===== config.mk =====
export PLATFORM = sky130hd
export DESIGN_NAME = aotpc_ctrl
export DESIGN_NICKNAME = d
export VERILOG_FILES = /design/src/sv/analog_out_two_point_calibrator_defines.svh /design/src/sv/aotpc_pkg.sv /design/src/sv/aotpc_ctrl.sv
export SDC_FILE = /design/constraint.sdc
export NUM_CORES = 1
export LEC_CHECK = 0
export ABC_AREA = 1
export BUFFER_PORTS_ARGS = -buffer_cell sky130_fd_sc_hd__buf_2
export CAP_MARGIN = 0
export CELL_PAD_IN_SITES_DETAIL_PLACEMENT = 1
export CELL_PAD_IN_SITES_GLOBAL_PLACEMENT = 2
export CORE_MARGIN = 5
export CORE_UTILIZATION = 21
export DETAILED_ROUTE_END_ITERATION = 6
export PLACE_DENSITY = 0.84
export SLEW_MARGIN = 10
export SYNTH_ARGS = -nofsm -noshare
export SYNTH_HDL_FRONTEND = slang
export SYNTH_SLANG_ARGS = --single-unit

===== constraint.sdc =====
create_clock -name clk -period 1.5 [get_ports clk]
set_input_delay 0.15 -clock clk [delete_from_list [all_inputs] [get_ports clk]]
set_output_delay 0.15 -clock clk [all_outputs]
set_load 0.005 [all_outputs]

===== src/sv/analog_out_two_point_calibrator_defines.svh =====
// Assertion macros for the analog output two point calibrator.
// Included by the top level; depends on nothing else.
`ifndef ANALOG_OUT_TWO_POINT_CALIBRATOR_DEFINES_SVH
`define ANALOG_OUT_TWO_POINT_CALIBRATOR_DEFINES_SVH
`ifndef ASSERT_OFF
`define AOTPC_ASSERT_NOW(lbl, ante, cons, msg) \
  lbl: assert property (@(posedge clk) disable iff (!rst_n) (ante) |-> (cons)) else $error(msg);
`define AOTPC_ASSERT_NEXT(lbl, ante, cons, msg) \
  lbl: assert property (@(posedge clk) disable iff (!rst_n) (ante) |=> (cons)) else $error(msg);
`else
`define AOTPC_ASSERT_NOW(lbl, ante, cons, msg)
`define AOTPC_ASSERT_NEXT(lbl, ante, cons, msg)
`endif
`endif


===== src/sv/aotpc_pkg.sv =====
// Shared types and constants for the analog output two point calibrator.
// No dependencies; used by every module of the block.
package aotpc_pkg;

  localparam int PWM_MAX_DEF = 4096;

  localparam int DIV_W  = 41;  // dividend and quotient width
  localparam int DIV_VW = 16;  // divisor width

  localparam logic [1:0] FN_OUTPUT = 2'd0;
  localparam logic [1:0] FN_CAL    = 2'd1;
  localparam logic [1:0] FN_RESET  = 2'd2;
  localparam logic [1:0] FN_UNUSED = 2'd3;

  localparam logic [23:0] GAIN_RESET = 24'd1677722;
  localparam logic [15:0] TRIM_LOWER = 16'd4000;
  localparam logic [15:0] TRIM_UPPER = 16'd20000;
  localparam int          TRIM_SPAN  = 16000;
  localparam int          OFFS_LIMIT = 768000;
  localparam int          GAIN_LOW   = 1342177;
  localparam int          GAIN_HIGH  = 2181039;
  localparam logic [4:0]  ST_LOWER   = 5'h01;
  localparam logic [4:0]  ST_UPPER   = 5'h10;

  // 2^39 / 125 rounded up, less 2^32. After a shift by 7 this divides a
  // 32-bit value by 125, so the pair divides by the trim span exactly.
  localparam logic [26:0] SPAN_RECIP = 27'd103079216;

  typedef struct packed {
    logic [1:0]         func;
    logic               channel;
    logic signed [15:0] drive_value;
    logic [15:0]        trim_point;
    logic [15:0]        measured;
  } in_item_t;

  typedef struct packed {
    logic [11:0] pwm_level;
    logic        out_channel;
    logic        point_handled;
    logic        cal_accepted;
    logic [4:0]  cal_status;
  } out_item_t;

  typedef enum logic [2:0] {
    ST_IDLE,
    ST_EXEC,
    ST_START_G,
    ST_DIV_G,
    ST_START_O,
    ST_DIV_O,
    ST_FIN
  } ctrl_state_t;

  typedef struct packed {
    logic ld_in;
    logic mul_en;
    logic div_start;
    logic ofs_ld;    // register the scaled offset dividend
    logic ofs_mul;   // register the offset quotient
    logic commit;
  } dp_cmd_t;

  typedef struct packed {
    logic need_div;
    logic div_done;
  } dp_status_t;

endpackage


===== src/sv/aotpc_ctrl.sv =====
// Controller state machine: sequences capture, multiply, divisions and commit.
// Depends on aotpc_pkg.
module aotpc_ctrl (
  input  logic                  clk,
  input  logic                  rst_n,
  input  logic                  in_valid,
  output logic                  in_ready,
  output logic                  out_valid,
  input  logic                  out_ready,
  input  aotpc_pkg::dp_status_t status,
  output aotpc_pkg::dp_cmd_t    cmd
);
  import aotpc_pkg::*;

  ctrl_state_t state_r, state_nxt;
  logic        out_valid_r, out_valid_nxt;
  logic        out_free;

  assign out_free = !out_valid_r || out_ready;

  always_comb begin
    state_nxt = state_r;
    case (state_r)
      ST_IDLE:    if (in_valid) state_nxt = ST_EXEC;
      ST_EXEC:    state_nxt = status.need_div ? ST_START_G : ST_FIN;
      ST_START_G: state_nxt = ST_DIV_G;
      ST_DIV_G:   if (status.div_done) state_nxt = ST_START_O;
      ST_START_O: state_nxt = ST_DIV_O;
      ST_DIV_O:   state_nxt = ST_FIN;
      ST_FIN:     if (out_free) state_nxt = ST_IDLE;
      default:    state_nxt = ST_IDLE;
    endcase
  end

  always_comb begin
    cmd      = '0;
    in_ready = 1'b0;
    case (state_r)
      ST_IDLE: begin
        in_ready   = 1'b1;
        cmd.ld_in  = in_valid;
      end
      ST_EXEC:    cmd.mul_en = 1'b1;
      ST_START_G: cmd.div_start = 1'b1;
      ST_DIV_G:   cmd = '0;
      ST_START_O: cmd.ofs_ld = 1'b1;
      ST_DIV_O:   cmd.ofs_mul = 1'b1;
      ST_FIN:     cmd.commit = out_free;
      default:    cmd = '0;
    endcase
  end

  always_comb begin
    out_valid_nxt = out_valid_r;
    if (cmd.commit) begin
      out_valid_nxt = 1'b1;
    end else if (out_ready) begin
      out_valid_nxt = 1'b0;
    end
  end

  always_ff @(posedge clk) begin
    if (!rst_n) begin
      state_r     <= ST_IDLE;
      out_valid_r <= 1'b0;
    end else begin
      state_r     <= state_nxt;
      out_valid_r <= out_valid_nxt;
    end
  end

  assign out_valid = out_valid_r;
endmodule


==> reports/metrics.yaml, run 1 <==
cells_and_area:
  fin_nets: 75
  multi_input_area_um2: 180
  finalInstanceArea_um2: 405
  fillers: 211
  drive_above_1_share_pct: 41.8
  area_delta_synth_final_pct: 29.1
  seq_area_um2: 80.1
  diodes: 0
sta:
  clock_skew_ns: 0.00233
  tns_ns: 0
  hold-worst-slack_ns: 0.166
  post-route-period-util_pct: 88.3
  layout_min_cycle_time_ns: 1.33
  rsz0062_at_grt: "no"
  slew_viol_final: 0
  worst_pin_slew_ns: 0.413
  hold_violations: 0
  fmax_mhz: 755
  relSlewSlack_pct: 72.5
  setup_viol: 0
cts:
  clockRootBuffer: "clkbuf_4"
  h-tree-depth: 1
  clock_latency_ns: 0.24
  path_clk_slew_ns: 0.04
  cts_sinks: 4
  clock_path_buffers: 2
  cts_hold_buf: 0
  numCtsBuffers: 3
  cts_tree: "built"
die:
  rows: 14
  die_w_um: 48.7
  ios: 14
  start_util_pct: 21.6
  fp.coreArea_um2: 1450
  dieArea_um2: 2370
  fp.dieH_um: 48.7
place:
  placed_area_um2: 380
  gp_congestion: 0.725
  hpwl_um: 658
  io_buffers: 13
flow_run:
  drv_cap: 0
global_route:
  grt_overflow_total: 0
  grtUsageTotal_pct: 6.78
  antenna_found_initial: 0
  grt_pass1_vias: 310
  grt_pass1_wl_um: 1240
  grt_max_degree: 10
logic_synthesis:
  synth_most_common_cell: "nor2_1"
  synth_top_cells_by_count: "nor2_1, inv_1, nand2_1, dfxtp_1, nand2_2"
  syn-mean-instance-area_um2: 5.93
  synth_top_area_share_pct: 25.5
  ys_ff_latch: 4
  synth_top_area_cell: "dfxtp_1"
  syn-num-nets: 59
  netlist_area_um2: 314
  synthTopCellsByArea: "dfxtp_1, nor2_1, inv_1"
  synthFlopType: "dfxtp_1"
  synthArstFlopShare_pct: 0
  ys_seq_area_share_pct: 25.5
  syn_inst: 53
  synth-edff-count: 0
  yosys_warnings: 0
  synth_cell_types: 16
critical_path:
  path_class: "flop to output port"
  startpoint_type: "flop"
  worstReg2RegStart: "state_r[0]"
  max_stage_delay_ns: 0.42
  r2r_end: "state_r[2]"
  ff2ff_path_depth: 7
  r2r_slack_ns: 0.36
  cp_max_fo: 9
  worst_setup_path_end_kind: "output port"
  critical_path_required_ns: 1.35
  arrival_ns: 1.18
  worstPathCellList: "nor2_2 > inv_1 > nor3_1 > buf_2"
  crit_slowest_cell: "dfxtp_1"
drt:
  vias: 351
  drtIter0Drc: 1
  totalWireLength_um: 788
  drc: 0
  dr.pass1.iters: 2
  wl_per_cell_um: 9.49
  ant_nets: 0
  viasPerCell: 4.23
power_and_ir_drop:
  seq_power_share_pct: 32.4
  p_sw_share_pct: 43.2
  p_clk_share_pct: 24.6
  intPower_w: 0.000322
  p_sw_w: 0.000245
  power.density_nw_per_um2: 1400
  combPwrFrac_pct: 43.0
  power.leakage_nw: 0.231
  ir_drop_mv: 0.618
min_path:
  hp-class: "input pin to flop"
  holdPathStages: 3
  hold_start: "rst_n"
  hold_end: "state_r[2]"
run_status:
  outcome: "finished, final reports clean"
## sequential cells by signal (all words and copies together) (netlist names)
name,count
state_r,3
out_valid,1
## cells in the final DEF, fill, tap and decap left out, drive strengths merged
cell     n
a21oi    1
buf     13
clkbuf   3
dfxtp    4
inv     10
nand2   10
nand3    3
nand4    1
nor2    20
nor3     1
o21ai    1
## worst max path at each step
stage	startpoint	end	cells past startpoint
final	state_r[0]	cmd[5]	4
after global routing	state_r[0]	cmd[5]	4
after CTS	state_r[0]	cmd[5]	4
after detailed placement	state_r[0]	state_r[2]	5
after global placement	state_r[0]	state_r[2]	7
after floorplan	state_r[2]	cmd[0]	5
## worst max-delay path: cells and delay by family (launching register included)
kind | cells | cell delay [ns]
buffers and inverters | 2 | 0.22
flip-flops | 1 | 0.42
AND/OR/NAND/NOR | 2 | 0.30
## power groups by stage
stage	combinational, W	sequential (W)	clock [W]
after floorplan	0.000199	0.000158	0
after global placement	0.000247	0.000185	0
after detailed placement	0.000250	0.000184	0
after CTS	0.000250	0.000182	0.000142
after global routing	0.000279	0.000191	0.000158
final	0.000244	0.000184	0.000140
## cells by family (layout without fill, tap and decap cells)
logic type,after synthesis,in the layout,share of synthesized area [%]
buffers and inverters,12,26,17.9
AO/OA/AOI/OAI,2,2,4.38
AND/OR/NAND/NOR,35,35,52.2
flip-flops,4,4,25.5
## per-layer routing
layer | wire length, um | up-vias | track usage, % | part of all wire (%)
li1 | - | 185 | - | -
met1 | 353 | 154 | 7.38 | 45
met2 | 358 | 10 | 9.57 | 45
met3 | 64 | 2 | 3.68 | 8.1
met4 | 10 | 0 | 5.38 | 1.3
met5 | 0 | - | 0 | 0
## metrics by stage
step                      utilization, %  power, W  cells  setup WS (ns)
after CTS                           27.7  0.000575     83          0.117
after detailed placement            26.2  0.000434     80          0.362
after global routing                27.9  0.000628     83         0.0308
final                               27.9  0.000567     83          0.175
after floorplan                        -  0.000356     53          0.516
after global placement              26.2  0.000432     80          0.344
## repair_timing
item                                   CTS  global route
endpoints found under the hold margin    0             0
gates resized for setup                  0             1
setup endpoints to repair                0             1
buffers inserted                         0             0
## final cells by class
type | instances | area share [%]
multi-input combinational | 37 | 44.4
sequential | 4 | 19.8
inverter | 10 | 9.26
tap | 16 | 4.94
timing repair buffer | 13 | 16.0
clock buffer | 3 | 5.56
Note: power is estimated with default switching activity, not from simulation.
==> inputs of run 2 (changes only) <==
- ABC_AREA: 1 -> unset
- CORE_AREA: unset -> 5 5 42 44
- CORE_MARGIN: 5 -> unset
- CORE_UTILIZATION: 21 -> unset
- DIE_AREA: unset -> 0 0 47 49
- PLACE_DENSITY: 0.84 -> 0.78
==> run 2 against run 1 <==
Largest power group is now sequential cells. Sequential cell count stayed put. Critical path type unchanged. Setup slack worse by 0.038 ns. Die area is 2.8% lower. Design area is 14% lower.
==> reports/metrics.yaml, run 2 <==
die:
  fp.coreArea_um2: 1400  # -3.6%
  rows: 14  # unchanged
  dieArea_um2: 2300  # -2.8%
  fp.dieH_um: 49  # +0.68%
  start_util_pct: 20.0  # -1.6 points
  die_w_um: 47  # -3.4%
  ios: 14  # unchanged
global_route:
  antenna_found_initial: 0  # unchanged
  grt_overflow_total: 0  # unchanged
  grt_max_degree: 13  # +3
  grt_pass1_wl_um: 1030  # -17%
  grt_pass1_vias: 244  # -21%
  grtUsageTotal_pct: 6.41  # -0.37 points
cts:
  post_cts_buffers: 0  # unchanged
  clock_path_buffers: 2  # unchanged
  cts_hold_buf: 0  # unchanged
  path_clk_slew_ns: 0.04  # about the same
  h-tree-depth: 1  # unchanged
  cts_tree: "built"
  clock_latency_ns: 0.23  # about the same
  post_cts_resized: 0  # unchanged
  numCtsBuffers: 3  # unchanged
  clockRootBuffer: "clkbuf_4"
  cts_sinks: 4  # unchanged
power_and_ir_drop:
  power.density_nw_per_um2: 1050  # -25%
  seq_power_share_pct: 40.7  # +8.3 points
  p_sw_share_pct: 29.7  # -14 points
  intPower_w: 0.000259  # -20%
  p_clk_share_pct: 36.5  # +12 points
  power.leakage_nw: 0.160  # -31%
  p_sw_w: 0.000110  # -55%
  ir_drop_mv: 0.299  # -52%
  combPwrFrac_pct: 22.8  # -20 points
logic_synthesis:
  synth_top_area_cell: "dfxtp_1"
  syn_inst: 33  # -38%
  syn-mean-instance-area_um2: 8.49  # +43%
  yosys_warnings: 0  # unchanged
  synthArstFlopShare_pct: 0  # unchanged
  synthTopCellsByArea: "dfxtp_1, nor3b_1, buf_6"
  syn-num-nets: 39  # -34%
  synth_top_cells_by_count: "dfxtp_1, nor2_1, nor3b_1"
  synth_top_area_share_pct: 28.6  # +3.1 points
  synthFlopType: "dfxtp_1"
  ys_seq_area_share_pct: 28.6  # +3.1 points
  ys_ff_latch: 4  # unchanged
  synth-edff-count: 0  # unchanged
  synth_cell_types: 18  # +2
  netlist_area_um2: 280  # -11%
cells_and_area:
  instances_no_fill: 61  # -27%
  drive_above_1_share_pct: 37.8  # -4.0 points
  largest_reg_flops: 3  # unchanged
  final_cell_mix: "buf_2, nor3b_1, nor2_1, dfxtp_1, clkbuf_4"
  diodes: 0  # unchanged
  fin_nets: 53  # -29%
  final_common_cell: "buf_2"
  area_delta_synth_final_pct: 25.0
  regMostFlops: "state_r"
  final_util_pct: 25.0  # -2.9 points
min_path:
  hold_end: "state_r[2]"
  holdPathStages: 3  # unchanged
  hold_start: "rst_n"
  hp-class: "input pin to flop"
critical_path:
  r2r_slack_ns: 0.35  # about the same
  cp_max_fo: 12  # +3
  worstReg2RegStart: "state_r[1]"
  critical_path_required_ns: 1.35  # about the same
  arrival_ns: 1.21  # +0.03 ns
  path_class: "flop to output port"
  r2r_end: "state_r[2]"
  worst_setup_path_end_kind: "output port"
  ff2ff_path_depth: 3  # -4
  startpoint_type: "flop"
sta:
  tns_ns: 0  # unchanged
  clock_skew_ns: 0.00151  # -0.000823 ns
  relSlewSlack_pct: 73.5  # +1.1 points
  setup_viol: 0  # unchanged
  hold-worst-slack_ns: 0.195  # +0.0287 ns
  layout_min_cycle_time_ns: 1.36  # +0.0384 ns
  slew_viol_final: 0  # unchanged
  hold_violations: 0  # unchanged
  post-route-period-util_pct: 90.9  # +2.6 points
  worst_pin_slew_ns: 0.397  # -0.0158 ns
  fmax_mhz: 733  # -2.8%
  rsz0062_at_grt: "no"
  layout_setup_ws_ns: 0.136  # -0.0384 ns
drt:
  dr.pass1.iters: 2  # unchanged
  drtIter0Drc: 2  # +1
  ant_nets: 0  # unchanged
  wl_per_cell_um: 10.5  # +10%
  highest_layer: "met3"
  viasPerCell: 4.48  # +5.8%
  wl_met2_um: 321  # -10%
  vias: 273  # -22%
  totalWireLength_um: 639  # -19%
  met1_length_um: 281  # -20%
  wl_met3_um: 36  # -44%
  drc: 0  # unchanged
run_status:
  outcome: "finished, final reports clean"
place:
  place_ws_ns: 0.351  # -0.0111 ns
  place_inst: 58  # -28%
  hpwl_um: 518  # -21%
  gp_congestion: 0.754  # +4.0%
  io_buffers: 13  # unchanged
flow_run:
  drv_cap: 0  # unchanged
[run 2: cell types whose count changed in the layout (fill, tap and decap cells not counted), moves of 3 or more]
cell / change
nand2_1: -4
nor2_1: -13
inv_2: -3
inv_1: -7
nor3b_1: +4
nand2_2: -4
[run 2: power groups by stage]
stage | clock network, W | logic, W | registers (W)
after floorplan | 0 | 0.0000906 | 0.000125
after global placement | 0 | 0.0000848 | 0.000151
after detailed placement | 0 | 0.0000864 | 0.000152
after CTS | 0.000140 | 0.0000865 | 0.000150
after global routing | 0.000150 | 0.0000953 | 0.000153
final | 0.000134 | 0.0000840 | 0.000150
[run 2: metal layers]
layer  vias to the layer above  global-route usage [%]
met5                         -                       0
met4                         0                    6.91
met3                         0                    1.11
met2                         7                    8.60
met1                       126                    7.71
li1                        140                       -
[run 2: kinds of logic after synthesis]
| kind of cell | Yosys count | synth area share [%] |
|---|---|---|
| and+or+nand+nor | 18 | 42.0 |
| AOI/OAI and AO/OA | 7 | 16.1 |
| DFF | 4 | 28.6 |
| buffers and inverters | 4 | 13.4 |
[run 2: stage by stage]
step                      total power (W)  area (um2)
after CTS                        0.000376         350
after floorplan                  0.000216         280
after global placement           0.000236         328
after global routing             0.000398         350
after detailed placement         0.000238         328
final                            0.000368         350
[run 2: how the worst max path moves through the flow]
| stage | depth (start not counted) | from | slack [ns] | endpoint |
|---|---|---|---|---|
| global route | 3 | state_r[1] | 0.04 | cmd[0] |
| global placement | 3 | state_r[1] | 0.40 | state_r[2] |
| floorplan | 4 | state_r[1] | 0.58 | cmd[0] |
| detailed placement | 3 | state_r[1] | 0.35 | state_r[2] |
| CTS | 3 | state_r[1] | 0.13 | cmd[0] |
| finish | 3 | state_r[1] | 0.14 | cmd[0] |
[run 2: critical path: stages, from the launching register on]
cell,delay (ns)
dfxtp_1,0.54
nand3b_1,0.18
nor2b_1,0.13
buf_2,0.12
[run 2: final cells by class]
class                           instances  area (um2)
Clock buffer                            3        22.5
Multi-Input combinational cell         25         163
Fill cell                             189        1050
Sequential cell                         4        80.1
Timing Repair Buffer                   13        65.1
Tap cell                               16        20.0
